[config.mk]
export PLATFORM = sky130hd
export DESIGN_NAME = bsc_coeff_regs
export DESIGN_NICKNAME = d
export VERILOG_FILES = /design/src/bsc_pkg.sv /design/src/bsc_coeff_regs.sv
export SDC_FILE = /design/constraint.sdc
export NUM_CORES = 1
export LEC_CHECK = 0
export BUFFER_PORTS_ARGS = -buffer_cell sky130_fd_sc_hd__buf_2
export CAP_MARGIN = 0
export CELL_PAD_IN_SITES_DETAIL_PLACEMENT = 1
export CELL_PAD_IN_SITES_GLOBAL_PLACEMENT = 1
export CORE_MARGIN = 4
export CORE_UTILIZATION = 30
export DETAILED_ROUTE_END_ITERATION = 8
export PLACE_DENSITY_LB_ADDON = 0.1
export SLEW_MARGIN = 20
export SYNTH_ARGS = -nofsm -noshare
export SYNTH_HDL_FRONTEND = slang
export SYNTH_SLANG_ARGS = --single-unit
[constraint.sdc]
create_clock -name clk -period 1.5 [get_ports clk]
set_clock_uncertainty 0.15 [all_clocks]
set_input_delay 0.45 -clock clk [delete_from_list [all_inputs] [get_ports clk]]
set_output_delay 0.45 -clock clk [all_outputs]
set_load 0.005 [all_outputs]
[src/bsc_pkg.sv]
// ----------------------------------------------------------------------------
// bsc_pkg
// Shared types and constants of the barometric sensor compensation block.
// ----------------------------------------------------------------------------
package bsc_pkg;

    // configuration register indexes
    typedef enum logic [2:0] {
        REG_C1 = 3'd0,
        REG_C2 = 3'd1,
        REG_C3 = 3'd2,
        REG_C4 = 3'd3,
        REG_C5 = 3'd4,
        REG_C6 = 3'd5
    } reg_idx_t;

    typedef struct packed {
        logic [15:0] c1;
        logic [15:0] c2;
        logic [15:0] c3;
        logic [15:0] c4;
        logic [15:0] c5;
        logic [15:0] c6;
    } coef_t;

    // temperature thresholds in hundredths of a degree
    localparam logic signed [20:0] T_REF_CENTI = 21'sd2000;
    localparam logic signed [20:0] T_LOW_CENTI = -21'sd1500;

    // second-order offset factors
    localparam logic signed [6:0] OFF2_LOW_FACTOR  = 7'sd61;
    localparam logic signed [4:0] OFF2_XLOW_FACTOR = 5'sd15;

    // coefficient patterns flagged by the init check
    localparam logic [15:0] COEF_ZERO = 16'h0000;
    localparam logic [15:0] COEF_FF   = 16'h00FF;

    // pressure saturation bounds
    localparam logic signed [31:0] P_MAX = 32'sh7FFFFFFF;
    localparam logic signed [31:0] P_MIN = 32'sh80000000;

endpackage

[src/bsc_coeff_regs.sv]
// ----------------------------------------------------------------------------
// bsc_coeff_regs
// Calibration coefficient registers with write decode and init check flag.
// ----------------------------------------------------------------------------
module bsc_coeff_regs (
    input  logic                 clk,
    input  logic                 rst_n,
    input  logic                 cfg_valid,
    output logic                 cfg_ready,
    input  logic [2:0]           cfg_index,
    input  logic [15:0]          cfg_data,
    output bsc_pkg::coef_t       coef,
    output logic                 coef_bad
);

    bsc_pkg::coef_t coef_reg;
    bsc_pkg::coef_t coef_next;

    assign cfg_ready = 1'b1;

    always_comb
    begin
        coef_next = coef_reg;
        if (cfg_valid && cfg_ready)
        begin
            unique case (bsc_pkg::reg_idx_t'(cfg_index))
                bsc_pkg::REG_C1: coef_next.c1 = cfg_data;
                bsc_pkg::REG_C2: coef_next.c2 = cfg_data;
                bsc_pkg::REG_C3: coef_next.c3 = cfg_data;
                bsc_pkg::REG_C4: coef_next.c4 = cfg_data;
                bsc_pkg::REG_C5: coef_next.c5 = cfg_data;
                bsc_pkg::REG_C6: coef_next.c6 = cfg_data;
                default:         coef_next = coef_reg;
            endcase
        end
    end

    always_ff @(posedge clk or negedge rst_n)
    begin
        if (!rst_n)
        begin
            coef_reg <= '0;
        end
        else
        begin
            coef_reg <= coef_next;
        end
    end

    assign coef = coef_reg;

    // whole 16-bit word compared
    assign coef_bad =
        (coef_reg.c1 == bsc_pkg::COEF_ZERO) || (coef_reg.c1 == bsc_pkg::COEF_FF) ||
        (coef_reg.c2 == bsc_pkg::COEF_ZERO) || (coef_reg.c2 == bsc_pkg::COEF_FF) ||
        (coef_reg.c3 == bsc_pkg::COEF_ZERO) || (coef_reg.c3 == bsc_pkg::COEF_FF) ||
        (coef_reg.c4 == bsc_pkg::COEF_ZERO) || (coef_reg.c4 == bsc_pkg::COEF_FF) ||
        (coef_reg.c5 == bsc_pkg::COEF_ZERO) || (coef_reg.c5 == bsc_pkg::COEF_FF) ||
        (coef_reg.c6 == bsc_pkg::COEF_ZERO) || (coef_reg.c6 == bsc_pkg::COEF_FF);

endmodule

Word-level counts from Yosys, hierarchy flattened
Cells that the tools add are included.
{ "word_totals": {"output_inout_bits": 98, "word_cells": 41, "latch_bits": 0, "mem_bits_ro": 0, "inputBits": 22, "memories": 0, "ram_bits": 0, "regBits": 96} }
{ "op_classes": {"bitwise_logic": 0, "div_mod_pow": 0, "n_mul": 0, "shift": 0, "n_reduce_logical": 24, "muxes": 0, "n_eq_ne": 11, "n_lt_le_gt_ge": 0, "addsub": 0} }
{ "ops": {"columns": ["op", "n"], "rows": [
  ["16-bit by 8-bit equality test with 1-bit output (second input constant)", 6],
  ["16-bit logical NOT", 6],
  ["2-bit AND reduction", 6],
  ["1-bit logical OR", 11],
  ["3-bit by 2-bit equality test with 1-bit output (second input constant)", 2],
  ["3-bit equality test (second input constant)", 2],
  ["3-bit by 1-bit equality test with 1-bit output (second input constant)", 1],
  ["3-bit logical NOT", 1]
]} }

Depth between registers and ports, before layout
Gate-level depths: netlist of run 1.
{ "depth": {"ltp_word": 12, "mapped_depth": 5, "ltp_nobuf": 5} }

Worst setup path after synthesis of run 1
OpenSTA, ideal clock, no wires.
{ "synth_path": {"kind": "input to register", "from": "input port cfg_index[1]", "to": "register coef_reg (netlist bit coef[48])", "path_buffers": 2, "arrival_time_ns": 1.477, "path_stages": 5, "required_ns": 1.225, "slack_ns": -0.252, "setup_ns": 0.125, "path_cell_list": "clkbuf_2 -> nand2_1 -> nor2_2 -> buf_4 -> mux2_2"} }
{ "synth_between": {"elab_chain_len": 2} }
{ "synth_lines": {"columns": ["item", "line_no", "rtl"], "rows": [
  ["from (decl)", "bsc_coeff_regs.sv:10", "input logic [2:0] cfg_index,"],
  ["3-bit by 2-bit equality test with 1-bit output", "bsc_coeff_regs.sv:26", "unique case (bsc_pkg::reg_idx_t'(cfg_index))"],
  ["2-bit AND reduction (no line)", null, null],
  ["to (signal assigned)", "bsc_coeff_regs.sv:46", "coef_reg <= coef_next;"],
  ["to (decl)", "bsc_coeff_regs.sv:16", "bsc_pkg::coef_t coef_reg;"]
]} }
Every way passes these cells.
A chain may end at the register's enable or synchronous reset.

Worst setup path after layout of run 1
{ "layout_path": {"from": "register coef_reg (netlist bit coef[21])", "to": "output port coef_bad"} }
{ "layout_between": {"elab_chain_len": 5, "word_cells_on_any_way": 6, "classes_between": "eq/ne (1); reduce/logical (5)"} }
{ "layout_lines": {"columns": ["item", "line_no", "rtl"], "rows": [
  ["16-bit logical NOT", "bsc_coeff_regs.sv:58", "(coef_reg.c5 == bsc_pkg::COEF_ZERO) || (coef_reg.c5 == bsc_pkg::COEF_FF) ||"],
  ["1-bit logical OR", "bsc_coeff_regs.sv:57", "(coef_reg.c4 == bsc_pkg::COEF_ZERO) || (coef_reg.c4 == bsc_pkg::COEF_FF) ||"],
  ["1-bit logical OR * (2 in series)", "bsc_coeff_regs.sv:58", null],
  ["1-bit logical OR *", "bsc_coeff_regs.sv:59", "(coef_reg.c6 == bsc_pkg::COEF_ZERO) || (coef_reg.c6 == bsc_pkg::COEF_FF);"],
  ["to (decl)", "bsc_coeff_regs.sv:13", "output logic coef_bad"]
]} }
Mark *: on every way between the ends. The rest lies on a longest branch, timed or not.

==> results of run 1 <==
cell usage in the layout (no fill, tap or decap), types with 2 or more instances in the layout:
cell type and count:
nand4_1 12, buf_2 23, nand2_1 8, nor4_1 18
clkbuf_16 9, a21oi_2 5, o22ai_1 2, buf_4 33
dfrtp_2 6, buf_6 189, mux2_2 86, bufinv_16 2
nor2_1 6, buf_12 7, nor4_2 5, clkinv_2 3
mux2_4 10, dfrtp_1 90
final cells by class:
| class | instances | area, sq um | area share [%] |
|---|---|---|---|
| repair buffers | 253 | 2640 | 36.6 |
| flip-flops and latches | 96 | 2410 | 33.4 |
| multi-input cells | 164 | 1630 | 22.6 |
| clock buffers | 10 | 239 | 3.31 |
| well taps | 172 | 215 | 2.98 |
| clock inverters | 6 | 82.6 | 1.14 |
final timing paths:
| check | cells past startpoint | slack, ns | to |
|---|---|---|---|
| min in group asynchronous | 2 | 0.37 | coef[4]$_DFFE_PN0P_ |
| max | 5 | -0.89 | coef_bad |
| min reg2reg | 1 | 0.44 | coef[1]$_DFFE_PN0P_ |
| max reg2reg | 4 | 0.19 | coef[23]$_DFFE_PN0P_ |
| min | 2 | 0.30 | coef[42]$_DFFE_PN0P_ |
| max in group asynchronous | 3 | 0.30 | coef[86]$_DFFE_PN0P_ |
per-stage QoR:
| step | instances | TNS, ns |
|---|---|---|
| finish | 701 | -9.80 |
| global route | 701 | -13.13 |
| CTS | 684 | -10.87 |
| detailed placement | 660 | -22.54 |
| global placement | 660 | -20.90 |
| floorplan | 270 | -7.85 |
worst max-delay path, delay by kind of cell (launching register included):
kind	cells	cell delay (ns)
DFF	1	0.42
and+or+nand+nor	2	0.59
buffers and inverters	1	0.10
AOI/OAI and AO/OA	2	0.33
what timing repair did:
action / 4_1_cts / 5_1_grt
resized for setup: 183 / 48
hold endpoints to repair: 12 / 0
setup buffers: 32 / 42
pin swaps: 8 / 6
hold buffers: 1 / 0
setup endpoints to repair: 97 / 97
layer usage:
layer	GRT usage [%]	up-vias	part of all wire (%)
li1	-	1525	-
met1	23.4	1698	42
met2	32.2	84	52
met3	4.53	12	5.2
met4	5.40	0	1.2
met5	0	-	0
power by group:
group	internal, W	leakage [nW]	total, W	switching [W]
logic	0.00278	1.98	0.00399	0.00121
registers	0.00317	1.15	0.00374	0.000570
clock network	0.00150	0.158	0.00251	0.00101
cells by family after synthesis:
kind of cell / share of synthesized area, %
muxes: 27.2
DFF: 60.3
other: 0.0942
and+or+nand+nor: 9.37
AOI/OAI and AO/OA: 1.23
buffers and inverters: 1.82
==> flow_summary.yaml, run 1 <==
status:
  status: "finished, violations left"
  violations: "negative setup slack"
clock_tree:
  cts_tree: "built"
  clk_latency_ns: 0.35
  cts_inserted_buffers: 9
  clk_pin_slew_worst_paths_ns: 0.07
  root_buffer: "clkbuf_16"
  cts.path.max_buffers: 2
  clock_sinks: 96
  cts.htree.levels: 3
grt:
  grt_pass1_wl_um: 21300
  grt_overflow_total: 0
  grt_usage_pct: 18.7
  antenna_found_initial: 0
  grt_pass1_vias: 3721
  grt_start_max_net_pins: 45
floorplanning:
  dieArea_sq_um: 15200
  die_width_um: 123
  ios: 120
  core_area_sq_um: 12800
  num_rows: 41
  die-height_um: 123
  initial_utilization_pct: 31.0
timing:
  finalCritPeriodShare_pct: 159
  fin_ws_ns: -0.891
  setup_viol: 97
  fin_hold_ws_ns: 0.300
  fin_crit_ns: 2.39
  fmax_mhz: 418
  rsz0062_at_grt: "yes"
  hold_viol: 0
  finalMaxSlewViolations: 0
layout:
  fillCellCount: 1311
  n_antenna_cell: 0
  finish.instance_area_sq_um: 7220
  drive_gt1_share_pct: 73.3
  final_util_pct: 56.3
  largest_reg_flops: 96
  synthToLayoutAreaGrowth_pct: 81.3
  final_nets: 546
synthesis:
  synthCells: 270
  synth_area_leader_cell: "dfrtp_1"
  synth_area_leaders: "dfrtp_1 (60%), mux2_2 (27%), nor4_1 (3.8%)"
  synth-seq-cells: 96
  yosysSeqAreaShare_pct: 60.3
  synthTopCellsByCount: "dfrtp_1 (96), mux2_2 (96), nor4_1 (24)"
  ys_warn_count: 0
  syn_avg_cell_area_sq_um: 14.7
  yosysTopAreaCellShare_pct: 60.3
  synth_edf_count: 0
  postSynth.asyncResetShare_pct: 100
  syn_area_sq_um: 3980
  synth.distinct_cells: 21
  ys.flop_type: "dfrtp_1"
  synth_fp_nets: 292
setup_path:
  cpMaxStageDelayCell: "nor4_1"
  critical_path.max_fanout: 3
  timing.rr.start: "coef[23]$_DFFE_PN0P_"
  crit_chain: "nor4_1 -> a21oi_2 -> o22ai_1 -> or3_1 -> buf_6"
  crit_start: "coef[21]$_DFFE_PN0P_"
  crit_path_end_kind: "output port"
  worstPathArrival_ns: 1.79
  criticalPathCategory: "register to output port"
  required_ns: 0.90
  cp-start-kind: "register"
  cpPeakStageDelay_ns: 0.45
pwr:
  power_leakage_nw: 3.28
  vdd_drop_max_mv: 0.770
  power.density_nw_per_um2: 1420
  power_w: 0.0102
job:
  drv_cap: 0
place:
  io_buffers: 118
  place_ws_ns: -0.559
  dpl.hpwl_um: 9640
  placed_area_sq_um: 5680
  gp_congestion: 0.766
detailed_routing:
  drt_iter0_markers: 106
  routed_wl_um: 14000
  detail-route-antenna-nets: 0
  drt-vias-per-instance: 4.73
  wl_per_cell_um: 20.0
  drc_errors: 0
  dr.pass1.iters: 4
  num_vias: 3319
min_path:
  hold_start: "cfg_data[10]"
  hold_path.class: "input port to register"
Note: power is estimated with default switching activity, not from simulation.
==> run 2, diff against run 1 <==
ABC_AREA = 1   (was unset)
==> run 2 against run 1 <==
Effect of this change:
- the run still ends with negative setup slack left
- clock power fell by 3%
- sequential power fell by 6.4%
- via count rose by 24%
- utilization fell by 3.1 points
- sequential share of layout area fell by 0.82 points
- power fell by 6.4%
- register-to-register slack improved by 0.23 ns
- worst hold slack improved by 0.019 ns
- count of clock-buffer cells in the layout rose by 3
- critical endpoint unchanged
- largest power group unchanged
==> flow_summary.yaml, run 2 <==
status:
  status: "finished, violations left"
  violations: "negative setup slack"
synthesis:
  ys_warn_count: 0
  synthCells: 465
  synthTopCellsByCount: "nand2_1 (147), dfrtp_1 (96), nor2_1 (68)"
  synth_fp_nets: 487
  synth_area_leader_cell: "dfrtp_1"
  postSynth.asyncResetShare_pct: 100
  ys.flop_type: "dfrtp_1"
  yosysMostFrequentCell: "nand2_1"
  synth-seq-cells: 96
  yosysTopAreaCellShare_pct: 56.5
  yosysSeqAreaShare_pct: 56.5
  syn_avg_cell_area_sq_um: 9.15
  synth.distinct_cells: 18
  synth_edf_count: 0
  synth_area_leaders: "dfrtp_1 (56%), nand2_1 (13%), o21ai_2 (10%)"
  syn_area_sq_um: 4260
timing:
  finalMaxSlewViolations: 0
  fmax_mhz: 480
  hold_viol: 0
  rsz0062_at_grt: "yes"
  fin_ws_ns: -0.584
  fin_crit_ns: 2.08
  setup_viol: 94
  finalCritPeriodShare_pct: 139
setup_path:
  r2r_end: "coef[2]$_DFFE_PN0P_"
  worstPathArrival_ns: 1.48
  r2r_cells: 4
  worst-path-buf-inv: 1
  crit_path_end_kind: "output port"
  path_delay_family: "simple AND/OR/NAND/NOR gates"
  cpPeakStageDelay_ns: 0.42
  required_ns: 0.90
  critical_path.max_fanout: 4
  criticalPathCategory: "register to output port"
  crit_top_cell: "nand2_1"
  crit_chain: "nor2_1 -> nand2_1 -> o21ai_2 -> nand2_1 -> nand2_2 -> nor2_1 -> nand2_1 -> buf_2"
  reg2reg_setup_slack_ns: 0.42
  cp-start-kind: "register"
  cpMaxStageDelayCell: "dfrtp_1"
  timing.rr.start: "coef[2]$_DFFE_PN0P_"
min_path:
  hold_start: "cfg_data[14]"
  min_to: "coef[46]$_DFFE_PN0P_"
  holdPathStages: 3
  hold_path.class: "input port to register"
clock_tree:
  clk_latency_ns: 0.35
  root_buffer: "clkbuf_16"
  clock_sinks: 96
  cts.htree.levels: 3
  cts.path.max_buffers: 2
  cts_tree: "built"
  clk_pin_slew_worst_paths_ns: 0.07
  cts_inserted_buffers: 9
detailed_routing:
  detail-route-antenna-nets: 0
  wl_per_cell_um: 17.2
  dr.pass1.iters: 4
  drt-vias-per-instance: 4.61
  drt_iter0_markers: 192
  routed_wl_um: 15400
  num_vias: 4115
  drc_errors: 0
layout:
  final_util_pct: 53.1
  synthToLayoutAreaGrowth_pct: 73.3
  n_antenna_cell: 0
  largest_reg_flops: 96
  drive_gt1_share_pct: 46.5
  layout_common_cells: "buf_6 (187), nand2_1 (144), dfrtp_1 (96)"
  fillCellCount: 1560
  final_nets: 730
  final_common_cell: "buf_6"
  finish.instance_area_sq_um: 7370
  stdcell_count: 892
grt:
  grt_start_max_net_pins: 51
  antenna_found_initial: 0
  grt_usage_pct: 19.8
  grt_overflow_total: 0
  grt_pass1_wl_um: 24400
  grt_pass1_vias: 4456
pwr:
  switchingPower_w: 0.00279
  power.internal_w: 0.00680
  seqPwrFrac_pct: 36.5
  power_leakage_nw: 3.65
  clkPwrFrac_pct: 25.3
  vdd_drop_max_mv: 0.548
  sw_frac_of_total_pct: 29.1
  power.density_nw_per_um2: 1300
  p_comb_share_pct: 38.2
floorplanning:
  die_width_um: 127
  die-height_um: 127
  core_area_sq_um: 13900
  dieArea_sq_um: 16200
  initial_utilization_pct: 30.7
  ios: 120
  num_rows: 43
job:
  drv_cap: 0
place:
  io_buffers: 118
  gp_congestion: 0.759
  placedCellCount: 861
  placed_area_sq_um: 5990
  dpl.hpwl_um: 10400
[run 2: changes by cell type after synthesis, moves of 4 or more]
| cell | previous run | this run |
|---|---|---|
| a21oi_1 | 6 | 1 |
| nor2_1 | 6 | 68 |
| o21ai_0 | 0 | 9 |
| nand2_1 | 8 | 147 |
| nand2_2 | 0 | 4 |
| o21ai_1 | 0 | 41 |
| inv_1 | 0 | 18 |
| nor4_1 | 24 | 0 |
| mux2_2 | 96 | 0 |
| buf_6 | 2 | 12 |
| o21ai_2 | 0 | 50 |
| nand4_1 | 12 | 5 |
[run 2: power groups by stage]
| stage | clock network, W | logic, W | registers (W) |
|---|---|---|---|
| CTS | 0.00247 | 0.00356 | 0.00349 |
| finish | 0.00243 | 0.00366 | 0.00350 |
| floorplan | 0 | 0.000814 | 0.00355 |
| global placement | 0 | 0.00255 | 0.00343 |
| detailed placement | 0 | 0.00259 | 0.00347 |
| global route | 0.00258 | 0.00402 | 0.00356 |
[run 2: metrics by stage]
stage          hold WS [ns]  TNS, ns  total power (W)  setup slack, ns
2_1_floorplan       0.00441        0          0.00436          0.00604
3_3_place_gp          0.161   -0.313          0.00598           -0.313
3_5_place_dp          0.165   -0.314          0.00606           -0.314
4_1_cts               0.315    -9.36          0.00952           -0.615
5_1_grt               0.341   -11.13           0.0102           -0.716
6_report              0.319    -7.75          0.00959           -0.584
[run 2: metal layers]
layer | share of wire (%) | track usage (%) | vias up
met5 | 0 | 0 | -
met4 | 1.8 | 6.75 | 0
met3 | 5.2 | 4.43 | 20
met2 | 47 | 31.3 | 103
met1 | 46 | 27.1 | 1999
li1 | - | - | 1993
[run 2: cells by family (layout without fill, tap and decap cells)]
kind of cell / Yosys count / count (layout) / synth area share (%)
AOI/OAI and AO/OA: 101 / 101 / 16.3
buffers and inverters: 38 / 285 / 5.85
DFF: 96 / 96 / 56.5
other: 1 / 1 / 0.0881
and+or+nand+nor: 229 / 229 / 21.3
[run 2: worst max path at each step]
stage                         start  endpoint  depth (start not counted)
3_3_place_gp   coef[36]$_DFFE_PN0P_  coef_bad                          8
6_report       coef[35]$_DFFE_PN0P_  coef_bad                          8
3_5_place_dp   coef[38]$_DFFE_PN0P_  coef_bad                          8
2_1_floorplan  coef[38]$_DFFE_PN0P_  coef_bad                          7
4_1_cts        coef[32]$_DFFE_PN0P_  coef_bad                          8
5_1_grt         coef[0]$_DFFE_PN0P_  coef_bad                          9
[run 2: area by class of cell]
| cell class | count | area (sq um) | area share [%] |
|---|---|---|---|
| clock buffers | 13 | 270 | 3.66 |
| flip-flops and latches | 96 | 2400 | 32.6 |
| repair buffers | 251 | 2740 | 37.2 |
| multi-input cells | 331 | 1630 | 22.1 |
| inverters | 19 | 71.3 | 0.967 |
| clock inverters | 2 | 37.5 | 0.509 |
| well taps | 180 | 225 | 3.05 |
[run 2: tightest hold or removal path, cell delays in order]
cell	delay, ns
buf_2	0.08
inv_1	0.10
o21ai_2	0.14
[run 2: timing repair]
item                       CTS  global route
gates resized for setup    181            46
pin swaps                    9             7
hold buffers                 1             0
buffers inserted            37            42
hold endpoints to repair    10             0
setup endpoints to repair   97            97
==> run 3, diff against run 2 <==
CELL_PAD_IN_SITES_DETAIL_PLACEMENT = 0   (was 1)
CORE_MARGIN = unset   (was 4)
==> run 3 against run 2 <==
Effect of this change:
- the flow still finishes with violations (negative setup slack)
- fmax is 2.0% lower
- wire length is 7.3% lower
- clock power is 9.5% lower
- critical path depth stayed put
- flip-flop and latch count stayed put
- utilization is 0.51 points higher
- combinational power hardly changed
- non-clock buffer count is 12 higher
- final area is 0.97% higher
- worst setup slack worse by 0.042 ns
- critical path type unchanged
- largest power group unchanged
- highest routed layer unchanged
==> flow_summary.yaml, run 3 (synthesized netlist as in run 2, its figures left out) <==
floorplanning:
  num_rows: 43
  ios: 120
  die-height_um: 121
  die_width_um: 121
  core_area_sq_um: 13900
  initial_utilization_pct: 30.7
  dieArea_sq_um: 14700
detailed_routing:
  routed_wl_um: 14300
  detail-route-antenna-nets: 0
  drc_errors: 0
  drt_iter0_markers: 163
  dr.pass1.iters: 6
  drt-vias-per-instance: 4.44
  num_vias: 4015
  wl_per_cell_um: 15.8
layout:
  n_antenna_cell: 0
  layout_common_cells: "buf_6 (190), nand2_1 (145), dfrtp_1 (96)"
  ff_latch_area_sq_um: 2400
  final_common_cell: "buf_6"
  drive_gt1_share_pct: 47.4
  synthToLayoutAreaGrowth_pct: 75.0
  final_util_pct: 53.6
  fillCellCount: 1283
  largest_reg_flops: 96
  multiInputGateArea_sq_um: 1630
  final_nets: 742
setup_path:
  crit_top_cell: "nand2_1"
  path_delay_family: "simple AND/OR/NAND/NOR gates"
  timing.rr.start: "coef[41]$_DFFE_PN0P_"
  cpPeakStageDelay_ns: 0.41
  crit_path_end_kind: "output port"
  reg2reg_setup_slack_ns: 0.39
  cp-start-kind: "register"
  critical_path.max_fanout: 3
  cpMaxStageDelayCell: "dfrtp_1"
  crit_start: "coef[36]$_DFFE_PN0P_"
  criticalPathCategory: "register to output port"
  r2r_cells: 5
  worst-path-buf-inv: 1
  worst-path-stages: 8
  worstPathArrival_ns: 1.53
  crit_chain: "nor2_1 -> nand2_1 -> o21ai_2 -> nand2_1 -> nand2_2 -> nor2_1 -> nand2_1 -> buf_2"
  required_ns: 0.90
  r2r_end: "coef[41]$_DFFE_PN0P_"
status:
  status: "finished, violations left"
  violations: "negative setup slack"
pwr:
  switchingPower_w: 0.00278
  clkPwrFrac_pct: 23.4
  power_leakage_nw: 3.69
  sw_frac_of_total_pct: 29.7
  power_w: 0.00938
  power.density_nw_per_um2: 1260
  p_comb_share_pct: 39.3
  power.internal_w: 0.00659
  seqPwrFrac_pct: 37.3
  vdd_drop_max_mv: 0.581
timing:
  fin_ws_ns: -0.626
  fin_hold_ws_ns: 0.294
  finalCritPeriodShare_pct: 142
  hold_viol: 0
  fin_crit_ns: 2.13
  fmax_mhz: 470
  rsz0062_at_grt: "yes"
  setup_viol: 96
  finalMaxSlewViolations: 0
place:
  io_buffers: 118
  gp_congestion: 0.776
  place_ws_ns: -0.321
  dpl.hpwl_um: 9650
grt:
  grt_pass1_wl_um: 21600
  antenna_found_initial: 0
  grt_start_max_net_pins: 33
  grt_overflow_total: 0
  grt_usage_pct: 20.6
  grt_pass1_vias: 3930
clock_tree:
  cts.path.max_buffers: 2
  clk_pin_slew_worst_paths_ns: 0.07
  clk_latency_ns: 0.35
  cts_inserted_buffers: 9
  root_buffer: "clkbuf_16"
  clock_sinks: 96
  cts_tree: "built"
  cts.htree.levels: 3
min_path:
  hold_path.class: "input port to register"
  holdPathStages: 3
  min_to: "coef[45]$_DFFE_PN0P_"
  hold_start: "cfg_data[13]"
job:
  drv_cap: 0
[run 3: routing by layer]
layer,vias to the layer above,track usage (%),part of all wire (%)
met5,-,0,0
li1,2010,-,-
met3,13,4.23,4.5
met1,1894,29.0,49
met4,0,8.87,2.1
met2,98,30.4,45
[run 3: timing repair]
| item | 4_1_cts | 5_1_grt |
|---|---|---|
| pin swaps | 8 | 13 |
| endpoints found under the hold margin | 16 | 0 |
| resized for setup | 180 | 55 |
| hold buffers | 1 | 0 |
| cloned | 0 | 0 |
| setup buffers | 27 | 53 |
| endpoints found under the setup margin | 97 | 97 |
[run 3: worst max-delay path by stage]
stage	to
after floorplan	coef_bad
after global routing	coef_bad
after CTS	coef_bad
after global placement	coef_bad
after detailed placement	coef_bad
final	coef_bad
[run 3: final cells by class]
cell class              count  area share, %
clock inverters             5          0.437
flip-flops and latches     96           32.3
well taps                 180           3.02
repair buffers            263           38.2
inverters                  19          0.958
clock buffers              11           3.26
multi-input cells         331           21.8
[run 3: stage by stage]
| stage | instance area, sq um | std cells | setup TNS [ns] |
|---|---|---|---|
| CTS | 7210 | 887 | -9.83 |
| global placement | 6010 | 864 | -0.285 |
| detailed placement | 6010 | 864 | -0.322 |
| global route | 7450 | 905 | -11.56 |
| finish | 7450 | 905 | -8.70 |
| floorplan | 4260 | 465 | 0 |
[run 3: power groups by stage]
stage,sequential (W),combinational [W],clock (W)
after CTS,0.00348,0.00348,0.00226
final,0.00349,0.00368,0.00220
after global placement,0.00343,0.00253,0
after detailed placement,0.00345,0.00254,0
after global routing,0.00355,0.00403,0.00236
after floorplan,0.00355,0.000814,0
[run 3: worst min-delay path, delay by kind of cell]
family | cells | cell delay, ns
buffers and inverters | 2 | 0.16
AO/OA/AOI/OAI | 1 | 0.14
